**src/sv/u8u16sp_pkg.sv**
```systemverilog
// shared types and constants for the utf-8 to utf-16be payload encoder
package u8u16sp_pkg;

  localparam int unsigned BufferBytesDef = 256;

  localparam logic [7:0] FrameHeader  = 8'hFD;
  localparam logic [7:0] CmdSpeak     = 8'h01;
  localparam logic [3:0] ParamLowNib  = 4'h3;
  localparam logic [15:0] HdrExtra    = 16'd3;
  localparam logic [20:0] SurrFirst   = 21'h00D800;
  localparam logic [20:0] SurrLast    = 21'h00DFFF;
  localparam logic [20:0] SuppBase    = 21'h010000;
  localparam logic [20:0] CodeMax     = 21'h10FFFF;
  localparam logic [20:0] TwoByteMin  = 21'h000080;
  localparam logic [20:0] ThreeByteMin = 21'h000800;
  localparam logic [5:0] HiSurrTag    = 6'b110110;
  localparam logic [5:0] LoSurrTag    = 6'b110111;

  typedef enum logic [1:0] {
    StatOk       = 2'd0,
    StatInvalid  = 2'd1,
    StatCapacity = 2'd2
  } status_e;

  // one accepted item's results, handed from decoder to output stage
  typedef struct packed {
    logic            valid;    // item caused at least one result
    logic            summary;  // end summary instead of payload bytes
    logic            four;     // surrogate pair: four payload bytes
    logic [3:0][7:0] bytes;    // payload bytes, index 0 goes out first
    status_e         status;
    logic [8:0]      base_len; // count before first byte, or final length
    logic [7:0]      ck;
  } res_t;

endpackage

```
**src/sv/u8u16sp_decode.sv**
```systemverilog
// utf-8 decoder, validator, byte counter and checksum state
module u8u16sp_decode import u8u16sp_pkg::*; #(
  parameter int unsigned BUFFER_BYTES = BufferBytesDef
) (
  input  logic       clk_i,
  input  logic       rst_ni,
  input  logic       cfg_we_i,
  input  logic [3:0] cfg_data_i,
  input  logic       accept_i,
  input  logic       action_i,
  input  logic [7:0] text_byte_i,
  output res_t       res_o
);

  localparam int unsigned CntW = $clog2(BUFFER_BYTES + 1);

  logic [3:0]      vm_q;
  logic [1:0]      pend_q, pend_d;
  logic [1:0]      seq_q, seq_d;
  logic [20:0]     part_q, part_d;
  status_e         err_q, err_d;
  logic [CntW-1:0] cnt_q, cnt_d;
  logic [7:0]      xor_q, xor_d;

  logic [16:0]     cnt_ext;
  logic [15:0]     pkt_len;
  logic [7:0]      param_byte;

  assign cnt_ext    = 17'(cnt_q);
  assign pkt_len    = cnt_ext[15:0] + HdrExtra;
  assign param_byte = {vm_q, ParamLowNib};

  always_comb begin
    logic        do_emit;
    logic        bad;
    logic        four;
    logic [20:0] cp;
    logic [20:0] nxt_part;
    logic [19:0] s;
    logic [15:0] hi, lo;
    logic [3:0][7:0] bts;
    logic [CntW:0] sum;
    pend_d   = pend_q;
    seq_d    = seq_q;
    part_d   = part_q;
    err_d    = err_q;
    cnt_d    = cnt_q;
    xor_d    = xor_q;
    res_o    = '0;
    do_emit  = 1'b0;
    bad      = 1'b0;
    cp       = '0;
    nxt_part = {part_q[14:0], text_byte_i[5:0]};

    if (accept_i) begin
      if (action_i) begin
        res_o.valid   = 1'b1;
        res_o.summary = 1'b1;
        if (err_q != StatOk) begin
          res_o.status = err_q;
        end else if (pend_q != 2'd0) begin
          res_o.status = StatInvalid;
        end else begin
          res_o.status   = StatOk;
          res_o.base_len = cnt_ext[8:0];
          res_o.ck = FrameHeader ^ pkt_len[15:8] ^ pkt_len[7:0] ^ CmdSpeak
                     ^ param_byte ^ xor_q;
        end
        pend_d = '0;
        seq_d  = '0;
        part_d = '0;
        err_d  = StatOk;
        cnt_d  = '0;
        xor_d  = '0;
      end else if (err_q == StatOk) begin
        if (pend_q == 2'd0) begin
          if (!text_byte_i[7]) begin
            cp      = 21'(text_byte_i);
            do_emit = 1'b1;
          end else if (text_byte_i[7:5] == 3'b110) begin
            part_d = 21'(text_byte_i[4:0]);
            seq_d  = 2'd1;
            pend_d = 2'd1;
          end else if (text_byte_i[7:4] == 4'b1110) begin
            part_d = 21'(text_byte_i[3:0]);
            seq_d  = 2'd2;
            pend_d = 2'd2;
          end else if (text_byte_i[7:3] == 5'b11110) begin
            part_d = 21'(text_byte_i[2:0]);
            seq_d  = 2'd3;
            pend_d = 2'd3;
          end else begin
            err_d = StatInvalid;
          end
        end else if (text_byte_i[7:6] != 2'b10) begin
          err_d = StatInvalid;
        end else if (pend_q != 2'd1) begin
          part_d = nxt_part;
          pend_d = pend_q - 2'd1;
        end else begin
          // sequence complete: reject overlong, surrogate and out of range
          case (seq_q)
            2'd1:    bad = nxt_part < TwoByteMin;
            2'd2:    bad = nxt_part < ThreeByteMin ||
                           (nxt_part >= SurrFirst && nxt_part <= SurrLast);
            default: bad = nxt_part < SuppBase || nxt_part > CodeMax;
          endcase
          pend_d = '0;
          seq_d  = '0;
          part_d = '0;
          if (bad) begin
            err_d = StatInvalid;
          end else begin
            cp      = nxt_part;
            do_emit = 1'b1;
          end
        end
      end
    end

    four = cp >= SuppBase;
    s    = 20'(cp - SuppBase);
    hi   = {HiSurrTag, s[19:10]};
    lo   = {LoSurrTag, s[9:0]};
    if (four) begin
      bts = {lo[7:0], lo[15:8], hi[7:0], hi[15:8]};
    end else begin
      bts = {16'h0000, cp[7:0], cp[15:8]};
    end
    sum = {1'b0, cnt_q} + (four ? (CntW+1)'(4) : (CntW+1)'(2));

    if (do_emit) begin
      if (sum > (CntW+1)'(BUFFER_BYTES)) begin
        err_d = StatCapacity;
      end else begin
        res_o.valid    = 1'b1;
        res_o.four     = four;
        res_o.bytes    = bts;
        res_o.status   = StatOk;
        res_o.base_len = cnt_ext[8:0];
        cnt_d          = sum[CntW-1:0];
        xor_d          = xor_q ^ bts[0] ^ bts[1] ^ bts[2] ^ bts[3];
      end
    end
  end

  always_ff @(posedge clk_i or negedge rst_ni) begin
    if (!rst_ni) begin
      vm_q   <= '0;
      pend_q <= '0;
      seq_q  <= '0;
      part_q <= '0;
      err_q  <= StatOk;
      cnt_q  <= '0;
      xor_q  <= '0;
    end else begin
      if (cfg_we_i) begin
        vm_q <= cfg_data_i;
      end
      pend_q <= pend_d;
      seq_q  <= seq_d;
      part_q <= part_d;
      err_q  <= err_d;
      cnt_q  <= cnt_d;
      xor_q  <= xor_d;
    end
  end

  a_cnt_bound: assert property (@(posedge clk_i) disable iff (!rst_ni)
    cnt_q <= CntW'(BUFFER_BYTES))
    else $error("payload count beyond buffer capacity");

  a_pend_le_seq: assert property (@(posedge clk_i) disable iff (!rst_ni)
    pend_q <= seq_q)
    else $error("more continuations pending than announced");

  a_end_clears: assert property (@(posedge clk_i) disable iff (!rst_ni)
    accept_i && action_i |=> cnt_q == '0 && err_q == StatOk && pend_q == 2'd0)
    else $error("string state not cleared after end");

endmodule

```
**src/sv/u8u16sp_serial.sv**
```systemverilog
// result register and serializer: one result transfer per cycle while the receiver is ready
module u8u16sp_serial import u8u16sp_pkg::*; (
  input  logic       clk_i,
  input  logic       rst_ni,
  input  logic       load_i,
  input  res_t       res_i,
  output logic       in_ready_o,
  output logic       m_valid_o,
  input  logic       m_ready_i,
  output logic       m_kind_o,
  output logic       m_last_o,
  output logic [7:0] m_data_o,
  output status_e    m_status_o,
  output logic [8:0] m_len_o,
  output logic [7:0] m_ck_o
);

  res_t       res_q;
  logic       valid_q, valid_d;
  logic [1:0] idx_q, idx_d;
  logic       last;

  assign last       = res_q.summary || idx_q == (res_q.four ? 2'd3 : 2'd1);
  assign in_ready_o = !valid_q || (m_ready_i && last);

  assign m_valid_o  = valid_q;
  assign m_kind_o   = res_q.summary;
  assign m_last_o   = last;
  assign m_data_o   = res_q.summary ? 8'h00 : res_q.bytes[idx_q];
  assign m_status_o = res_q.summary ? res_q.status : StatOk;
  assign m_len_o    = res_q.summary ? res_q.base_len
                                    : res_q.base_len + 9'(idx_q) + 9'd1;
  assign m_ck_o     = res_q.summary ? res_q.ck : 8'h00;

  always_comb begin
    valid_d = valid_q;
    idx_d   = idx_q;
    if (load_i) begin
      valid_d = res_i.valid;
      idx_d   = '0;
    end else if (valid_q && m_ready_i) begin
      if (last) begin
        valid_d = 1'b0;
      end else begin
        idx_d = idx_q + 2'd1;
      end
    end
  end

  always_ff @(posedge clk_i or negedge rst_ni) begin
    if (!rst_ni) begin
      valid_q <= 1'b0;
      idx_q   <= '0;
    end else begin
      valid_q <= valid_d;
      idx_q   <= idx_d;
    end
  end

  always_ff @(posedge clk_i) begin
    if (load_i) begin
      res_q <= res_i;
    end
  end

  a_idx_pair: assert property (@(posedge clk_i) disable iff (!rst_ni)
    valid_q && !res_q.four && !res_q.summary |-> idx_q <= 2'd1)
    else $error("byte index past a two byte unit");

  a_idx_summary: assert property (@(posedge clk_i) disable iff (!rst_ni)
    valid_q && res_q.summary |-> idx_q == 2'd0)
    else $error("summary not sent as a single transfer");

  a_keep_unit: assert property (@(posedge clk_i) disable iff (!rst_ni)
    valid_q && m_ready_i && !last |=> valid_q && idx_q == $past(idx_q) + 2'd1)
    else $error("unit dropped before its last byte");

endmodule

```
**src/sv/utf8_to_utf16be_speech_payload.sv**
```systemverilog
// top level of the utf-8 to utf-16be speech payload encoder
//
// input stream: one transfer per item. s_axis_tuser = 1 marks end of string,
// 0 marks a text byte carried in s_axis_tdata.
// output stream: payload bytes (m_axis_tuser = 0), two per bmp code point and
// four per surrogate pair, then one end summary (m_axis_tuser = 1) with status,
// payload length and the xor checksum of the whole speech frame.
// m_axis_tlast marks the last transfer caused by one input item.
// cfg_we_i/cfg_data_i write the background music selector; write while idle.
//
// results are registered and appear in the cycle after the input transfer.
// an item is taken when the output register is empty or while the previous
// unit's last result leaves, so a byte that finishes a code point holds off the
// next item until all its payload bytes are sent by the serializer register.
// a stalled receiver holds the output and back-pressures the input through
// s_axis_tready; nothing is lost or repeated.
// reset clears all string state, the music selector and the output valid flag and byte index.
module utf8_to_utf16be_speech_payload import u8u16sp_pkg::*; #(
  parameter int unsigned BUFFER_BYTES = BufferBytesDef
) (
  input  logic        clk_i,
  input  logic        rst_ni,
  input  logic        cfg_we_i,
  input  logic [3:0]  cfg_data_i,     // voice_music
  input  logic        s_axis_tvalid,
  output logic        s_axis_tready,
  input  logic [7:0]  s_axis_tdata,   // [7:0] text_byte
  input  logic        s_axis_tuser,   // [0] action
  output logic        m_axis_tvalid,
  input  logic        m_axis_tready,
  output logic [31:0] m_axis_tdata,   // [7:0] data_byte, [9:8] status,
                                      // [18:10] text_length, [26:19] frame_checksum
  output logic        m_axis_tuser,   // [0] kind
  output logic        m_axis_tlast
);

  logic       accept;
  res_t       res;
  status_e    status;
  logic [7:0] data_byte;
  logic [8:0] len_out;
  logic [7:0] ck;

  // transfer on the input side
  assign accept = s_axis_tvalid && s_axis_tready;

  u8u16sp_decode #(
    .BUFFER_BYTES(BUFFER_BYTES)
  ) u_decode (
    .clk_i       (clk_i),
    .rst_ni      (rst_ni),
    .cfg_we_i    (cfg_we_i),
    .cfg_data_i  (cfg_data_i),
    .accept_i    (accept),
    .action_i    (s_axis_tuser),
    .text_byte_i (s_axis_tdata),
    .res_o       (res)
  );

  u8u16sp_serial u_serial (
    .clk_i      (clk_i),
    .rst_ni     (rst_ni),
    .load_i     (accept),
    .res_i      (res),
    .in_ready_o (s_axis_tready),
    .m_valid_o  (m_axis_tvalid),
    .m_ready_i  (m_axis_tready),
    .m_kind_o   (m_axis_tuser),
    .m_last_o   (m_axis_tlast),
    .m_data_o   (data_byte),
    .m_status_o (status),
    .m_len_o    (len_out),
    .m_ck_o     (ck)
  );

  // pack output fields, lowest first, zero fill to whole bytes
  assign m_axis_tdata = {5'b00000, ck, len_out, status, data_byte};

endmodule

```
**config.mk**
```make
export PLATFORM = sky130hd
export DESIGN_NAME = utf8_to_utf16be_speech_payload
export DESIGN_NICKNAME = d
export VERILOG_FILES = /design/src/sv/u8u16sp_pkg.sv /design/src/sv/u8u16sp_decode.sv /design/src/sv/u8u16sp_serial.sv /design/src/sv/utf8_to_utf16be_speech_payload.sv
export SDC_FILE = /design/constraint.sdc
export NUM_CORES = 1
export LEC_CHECK = 0
export ABC_AREA = 0
export ABC_CLOCK_PERIOD_IN_PS = 8250
export BUFFER_PORTS_ARGS = -buffer_cell sky130_fd_sc_hd__buf_2
export CAP_MARGIN = 10
export CORE_MARGIN = 2
export CORE_UTILIZATION = 30
export DETAILED_ROUTE_END_ITERATION = 7
export SETUP_SLACK_MARGIN = 0.05
export SYNTH_ARGS = -nofsm -noshare
export SYNTH_HDL_FRONTEND = slang
export SYNTH_SLANG_ARGS = --single-unit
```
**constraint.sdc**
```tcl
create_clock -name clk_i -period 8.25 [get_ports clk_i]
set_input_delay 1.2375 -clock clk_i [delete_from_list [all_inputs] [get_ports clk_i]]
set_output_delay 1.2375 -clock clk_i [all_outputs]
set_load 0.03 [all_outputs]
```
==> impl_metrics.py, run 1 <==
metrics = {
    "global_routing": {
        "grt_start_max_net_pins": 51,
        "grt_remaining_overflow": 0,
        "track_usage_pct": 13.8,
        "grt_pass1_vias": 3952,
        "grt_pass1_wl_mm": 21.7,
        "antenna_found_initial": 0,
    },
    "place": {
        "io_buffers": 48,
        "dp.cells": 833,
        "place.gp.congestion": 0.888,
        "dp_hpwl_mm": 9.69,
    },
    "layout": {
        "multi_input_area_mm2": 0.00278,
        "final_net_count": 644,
        "area_delta_synth_final_pct": 11.9,
        "fillerInstances": 1829,
        "layout-drive-gt1-share_pct": 14.5,
        "seq_area_mm2": 0.00254,
        "antenna_cells": 0,
        "stdcell_count": 849,
    },
    "route": {
        "drt_pass1_iterations": 5,
        "drc": 0,
        "dr_total_vias": 4300,
        "antenna_left": 0,
        "drt_iter0_drc": 288,
        "avgViaCountPerCell": 5.06,
        "wl_per_cell_um": 15.8,
        "totalWireLength_mm": 13.4,
    },
    "die": {
        "num_rows": 49,
        "dieArea_mm2": 0.0198,
        "die_w_um": 141,
        "initial_utilization_pct": 30.9,
        "ios": 54,
        "core_area_mm2": 0.0181,
        "die_h_um": 141,
    },
    "setup_path": {
        "worstPathCellList": "buf_2 > and3_1 > a221oi_1 > nor4_1 > buf_4 > and3_1 > nand2_1 > ha_1 > inv_1 > a221o_1 > o21ai_4 > inv_2 > ha_1 > fa_1 > and3_1 > or3_1 > a21oi_1 > a21oi_1 > o22ai_1 > nand3_2 > buf_4 > nor2_2 > and3_1",
        "slowest_stage": "a221oi_1",
        "critPathTopFamily": "simple AND/OR/NAND/NOR gates",
        "setup.worst_path.class": "input port to register",
        "critical_path.max_fanout": 39,
        "start_kind": "input port",
        "crit_arrival_ns": 7.22,
        "cp-startpoint": "s_axis_tvalid",
        "crit_path_end_kind": "register",
        "crit_top_cell": "and3_1",
        "regToRegStartpoint": "u_serial.m_kind_o",
        "path_buf_inv": 5,
        "critPathRequiredTime_ns": 8.46,
        "cpPeakStageDelay_ns": 0.79,
    },
    "logic_synthesis": {
        "ys_types": 65,
        "post-synth-top-area-cell": "edfxtp_1",
        "ys.warnings.count": 0,
        "netlist_area_mm2": 0.00560,
        "yosys-top-cells-count": "nand2_1 (70), o21ai_0 (48), edfxtp_1 (47), nor2_1 (47), dfrtp_1 (45)",
        "async_flop_share_pct": 48.9,
        "synth_edf_count": 47,
        "avgSynthCellArea_um2": 9.48,
        "syn_inst": 591,
        "yosys_register_bits": 92,
        "synth.most_common_cell": "nand2_1",
        "ys_seq_area_share_pct": 45.3,
        "synth_area_leaders": "edfxtp_1 (25%), dfrtp_1 (20%), nand2_1 (4.7%), xnor2_1 (4.4%), o21ai_0 (4.3%)",
        "synth_top_cell_area_share_pct": 25.2,
        "synth_flop_cell": "edfxtp_1",
    },
    "pwr": {
        "leakage_uw": 0.00246,
        "swShare_pct": 38.5,
        "share_comb_of_total_power_pct": 33.1,
        "pwr_density_cell_mw_per_mm2": 270,
        "switchingPower_uw": 651,
        "seqPwrFrac_pct": 42.5,
        "peakVddDrop_v": 0.000112,
        "clockPowerShare_pct": 24.4,
        "p_int_uw": 1040,
    },
    "clock_network": {
        "clockBufferDepth": 2,
        "clk_pin_slew_ns": 0.07,
        "cts_tree": "done",
        "cts-root-buf": "clkbuf_16",
        "cts.repair.resized": 0,
        "cts_made_buffers": 9,
        "cts_hold_buf": 0,
        "cts_setup_buffers": 0,
        "h-tree-depth": 3,
        "clk_latency_ns": 0.35,
        "cts_num_sinks": 92,
    },
    "sta": {
        "period_share_pct": 84.9,
        "fmaxAchievable_mhz": 143,
        "fin_skew_ns": 0.0119,
        "hold_viol": 0,
        "finalSetupTns_ns": 0,
        "finalHoldWorstSlack_ns": 0.508,
        "timing.final.crit_period_ns": 7.00,
        "rsz0062_at_grt": "false",
        "finalSetupViolations": 0,
        "relSlewSlack_pct": 29.7,
        "tightest_slew_ns": 1.05,
        "slew_violations": 0,
    },
    "flow_run": {
        "maxCapViolCount": 0,
    },
    "min_path": {
        "min-delay-start": "u_decode.xor_q[4]",
        "min-delay-path-class": "register to register",
    },
    "run_status": {
        "outcome": "completed",
    },
}
-- path summary, 6_finish.rpt --
path                                  endpoint  slack, ns  cells past startpoint
max                         u_serial.res_q[35]       1.25                     23
min                          u_decode.xor_q[4]       0.51                      1
max reg2reg                 u_serial.res_q[35]       1.47                     22
min reg2reg                  u_decode.xor_q[4]       0.51                      1
max in group asynchronous  u_decode.part_q[10]       6.83                      2
min in group asynchronous     u_decode.vm_q[1]       0.99                      2
-- metal layers --
metal	share of wire [%]	GRT usage, %
met1	52	21.1
met2	42	19.6
met3	5.5	3.26
met4	0.87	3.47
met5	0	0
-- state kept, by name, indices dropped and copies added, names as in the netlist --
signal              flops
u_decode.seq_q          2
u_decode.err_q          2
u_decode.pend_q         2
u_serial.m_kind_o       1
u_serial.idx_q          2
u_decode.cnt_q          9
u_serial.m_valid_o      1
u_decode.part_q        15
u_serial.res_q         46
u_decode.xor_q          8
u_decode.vm_q           4
-- logic make-up (layout without fill, tap and decap cells) --
group | count (synthesis) | in the layout | share of synthesized area [%]
adders and majority gates | 11 | 11 | 2.73
muxes | 16 | 16 | 4.56
other | 1 | 5 | 0.0670
xor gates and xnor gates | 38 | 38 | 5.94
and+or+nand+nor | 230 | 230 | 20.6
AOI/OAI and AO/OA | 134 | 134 | 15.3
DFF | 92 | 92 | 45.3
buffers and inverters | 69 | 94 | 5.50
-- layout make-up --
cell class	instances	area share, %
Clock inverter	5	0.978
Timing Repair Buffer	53	4.43
Tap cell	229	4.57
Inverter	25	1.50
Clock buffer	11	3.71
Sequential cell	92	40.5
Multi-Input combinational cell	434	44.3
-- power by group through the flow --
stage	clock network [uW]	logic, uW	registers (uW)
final	412	560	719
after floorplan	0	469	665
after global routing	441	617	736
after global placement	0	559	729
after CTS	420	563	720
after detailed placement	0	562	729
-- cells in the final DEF (no fill, tap or decap), types with 10 or more instances in the layout --
master,n
nand3_1,18
inv_1,23
and3_1,11
and2_1,26
nand2_1,70
xnor2_1,28
edfxtp_1,47
a21oi_1,27
nor2b_1,11
buf_2,48
nor2_1,47
o21ai_0,47
a31oi_1,12
nor3_1,11
dfrtp_1,45
xor2_1,10
-- stage by stage --
stage,util (%),setup WS (ns),power (uW),cell area [um^2]
3_5_place_dp,32.9,1.00,1290,5970
5_1_grt,34.5,0.798,1790,6270
3_3_place_gp,32.9,1.17,1290,5970
6_report,34.5,1.25,1690,6270
2_1_floorplan,-,1.63,1130,5620
4_1_cts,34.5,1.34,1700,6270
(Power assumes the default switching activity.)
==> run 2, diff against run 1 <==
ABC_CLOCK_PERIOD_IN_PS = 6300   (was 8250)
clock period = 6.3 ns   (was 8.25 ns; I/O delays follow)
==> impl_metrics.py, run 2 (synthesized netlist as in run 1, its figures left out) <==
metrics = {
    "run_status": {
        "outcome": "completed",
    },
    "setup_path": {
        "start_kind": "register",
        "critical_path.max_fanout": 21,
        "critPathRequiredTime_ns": 6.45,
        "rr_endpoint": "u_serial.res_q[33]",
        "setup.worst_path.class": "register to register",
        "reg2reg_depth": 20,
        "crit_path_end_kind": "register",
        "crit_arrival_ns": 5.95,
        "r2r_slack_ns": 0.50,
        "regToRegStartpoint": "u_decode.part_q[3]",
        "cp-startpoint": "u_decode.part_q[3]",
    },
    "sta": {
        "hold_viol": 0,
        "slew_violations": 0,
        "rsz0062_at_grt": "false",
        "finalSetupTns_ns": 0,
        "fin_skew_ns": 0.00460,
        "tightest_slew_ns": 1.01,
        "period_share_pct": 92.0,
        "finalSetupViolations": 0,
        "fmaxAchievable_mhz": 173,
        "timing.final.crit_period_ns": 5.80,
        "finalWorstSetupSlack_ns": 0.504,
        "relSlewSlack_pct": 32.3,
    },
    "flow_run": {
        "maxCapViolCount": 0,
    },
    "global_routing": {
        "grt_start_max_net_pins": 51,
        "antenna_found_initial": 1,
        "grt_pass1_vias": 4025,
        "track_usage_pct": 14.3,
        "grt_remaining_overflow": 0,
        "grt_pass1_wl_mm": 22.3,
    },
    "die": {
        "num_rows": 49,
        "dieArea_mm2": 0.0198,
        "core_area_mm2": 0.0181,
        "die_w_um": 141,
        "die_h_um": 141,
        "ios": 54,
        "initial_utilization_pct": 30.9,
    },
    "route": {
        "dr_total_vias": 4371,
        "totalWireLength_mm": 13.6,
        "drt_pass1_iterations": 5,
        "drt_iter0_drc": 341,
        "drc": 0,
        "avgViaCountPerCell": 5.08,
        "antenna_left": 0,
        "wl_per_cell_um": 15.8,
    },
    "clock_network": {
        "cts-root-buf": "clkbuf_16",
        "cts_made_buffers": 9,
        "cts_hold_buf": 0,
        "cts_setup_buffers": 0,
        "clk_pin_slew_ns": 0.06,
        "cts_num_sinks": 92,
        "clk_latency_ns": 0.34,
        "clockBufferDepth": 2,
        "cts.repair.resized": 0,
        "h-tree-depth": 3,
        "cts_tree": "done",
    },
    "place": {
        "dp_slack_ns": 0.397,
        "place.gp.congestion": 1.00,
        "dp_hpwl_mm": 10.0,
        "dp.cells": 844,
        "io_buffers": 48,
    },
    "layout": {
        "multi_input_area_mm2": 0.00279,
        "reg.largest.list": "u_serial.res_q (46), u_decode.part_q (15), u_decode.cnt_q (9)",
        "final_cell_mix": "nand2_1 (70), buf_2 (48), nor2_1 (47), o21ai_0 (47), edfxtp_1 (47)",
        "largest_reg_flops": 46,
        "seq_area_mm2": 0.00254,
        "area_delta_synth_final_pct": 13.2,
        "fillerInstances": 1822,
        "layout-drive-gt1-share_pct": 16.3,
        "regMostFlops": "u_serial.res_q",
        "final_common_cell": "nand2_1",
        "final_net_count": 655,
        "stdcell_count": 861,
    },
    "min_path": {
        "worstHoldEndpoint": "u_decode.xor_q[6]",
        "hold_path_depth": 1,
        "min-delay-path-class": "register to register",
        "min-delay-start": "u_decode.xor_q[6]",
    },
    "pwr": {
        "pwr_density_cell_mw_per_mm2": 346,
        "peakVddDrop_v": 0.000115,
        "leakage_uw": 0.00251,
    },
}
[run 2: layout make-up]
| class | count | share of cell area (%) |
|---|---|---|
| clock inverter | 6 | 0.750 |
| tap | 229 | 4.52 |
| antenna | 1 | 0.0395 |
| clock buffer | 10 | 3.61 |
| timing repair buffer | 64 | 5.68 |
| inverter | 25 | 1.48 |
| multi-input combinational | 434 | 43.9 |
| sequential | 92 | 40.0 |
[run 2: routing by layer]
metal	GRT usage [%]	routed length [um]	share of wire, %
met1	21.8	6680	49
met2	20.2	5870	43
met3	3.26	842	6.2
met4	4.11	241	1.8
met5	0	0	0
[run 2: through the flow]
stage | hold WS [ns] | total power (uW) | instance area, um^2 | util, %
6_report | 0.522 | 2200 | 6340 | 34.9
5_1_grt | 0.539 | 2350 | 6340 | 34.9
4_1_cts | 0.522 | 2220 | 6340 | 34.9
3_5_place_dp | 0.505 | 1710 | 6060 | 33.4
3_3_place_gp | 0.510 | 1700 | 6060 | 33.4
2_1_floorplan | 0.470 | 1490 | 5620 | -
[run 2: critical path, cell delays in order (launching register included)]
cell      delay (ns)
dfrtp_1         0.48
nor4_1          0.46
a21oi_1         0.12
or4_1           0.61
and3_1          0.26
nand2_1         0.11
ha_1            0.16
inv_1           0.05
a221o_1         0.35
o21ai_4         0.17
inv_2           0.05
ha_1            0.21
fa_1            0.45
and3_1          0.27
or3_1           0.32
a21oi_1         0.19
a21oi_1         0.08
o22ai_1         0.26
nand3_2         0.37
buf_4           0.33
a211oi_1        0.29
[run 2: worst max-delay path by stage]
stage	to	slack, ns	depth (start not counted)
2_1_floorplan	u_serial.res_q[23]	0.08	25
3_3_place_gp	u_serial.res_q[33]	0.56	21
3_5_place_dp	u_serial.res_q[33]	0.40	21
4_1_cts	u_serial.res_q[33]	0.52	20
5_1_grt	u_decode.cnt_q[3]	0.06	21
6_report	u_serial.res_q[33]	0.50	20
[run 2: power by group]
part	total (uW)	switching, uW	internal [uW]
combinational	794	513	281
sequential	904	115	788
clock	499	228	271
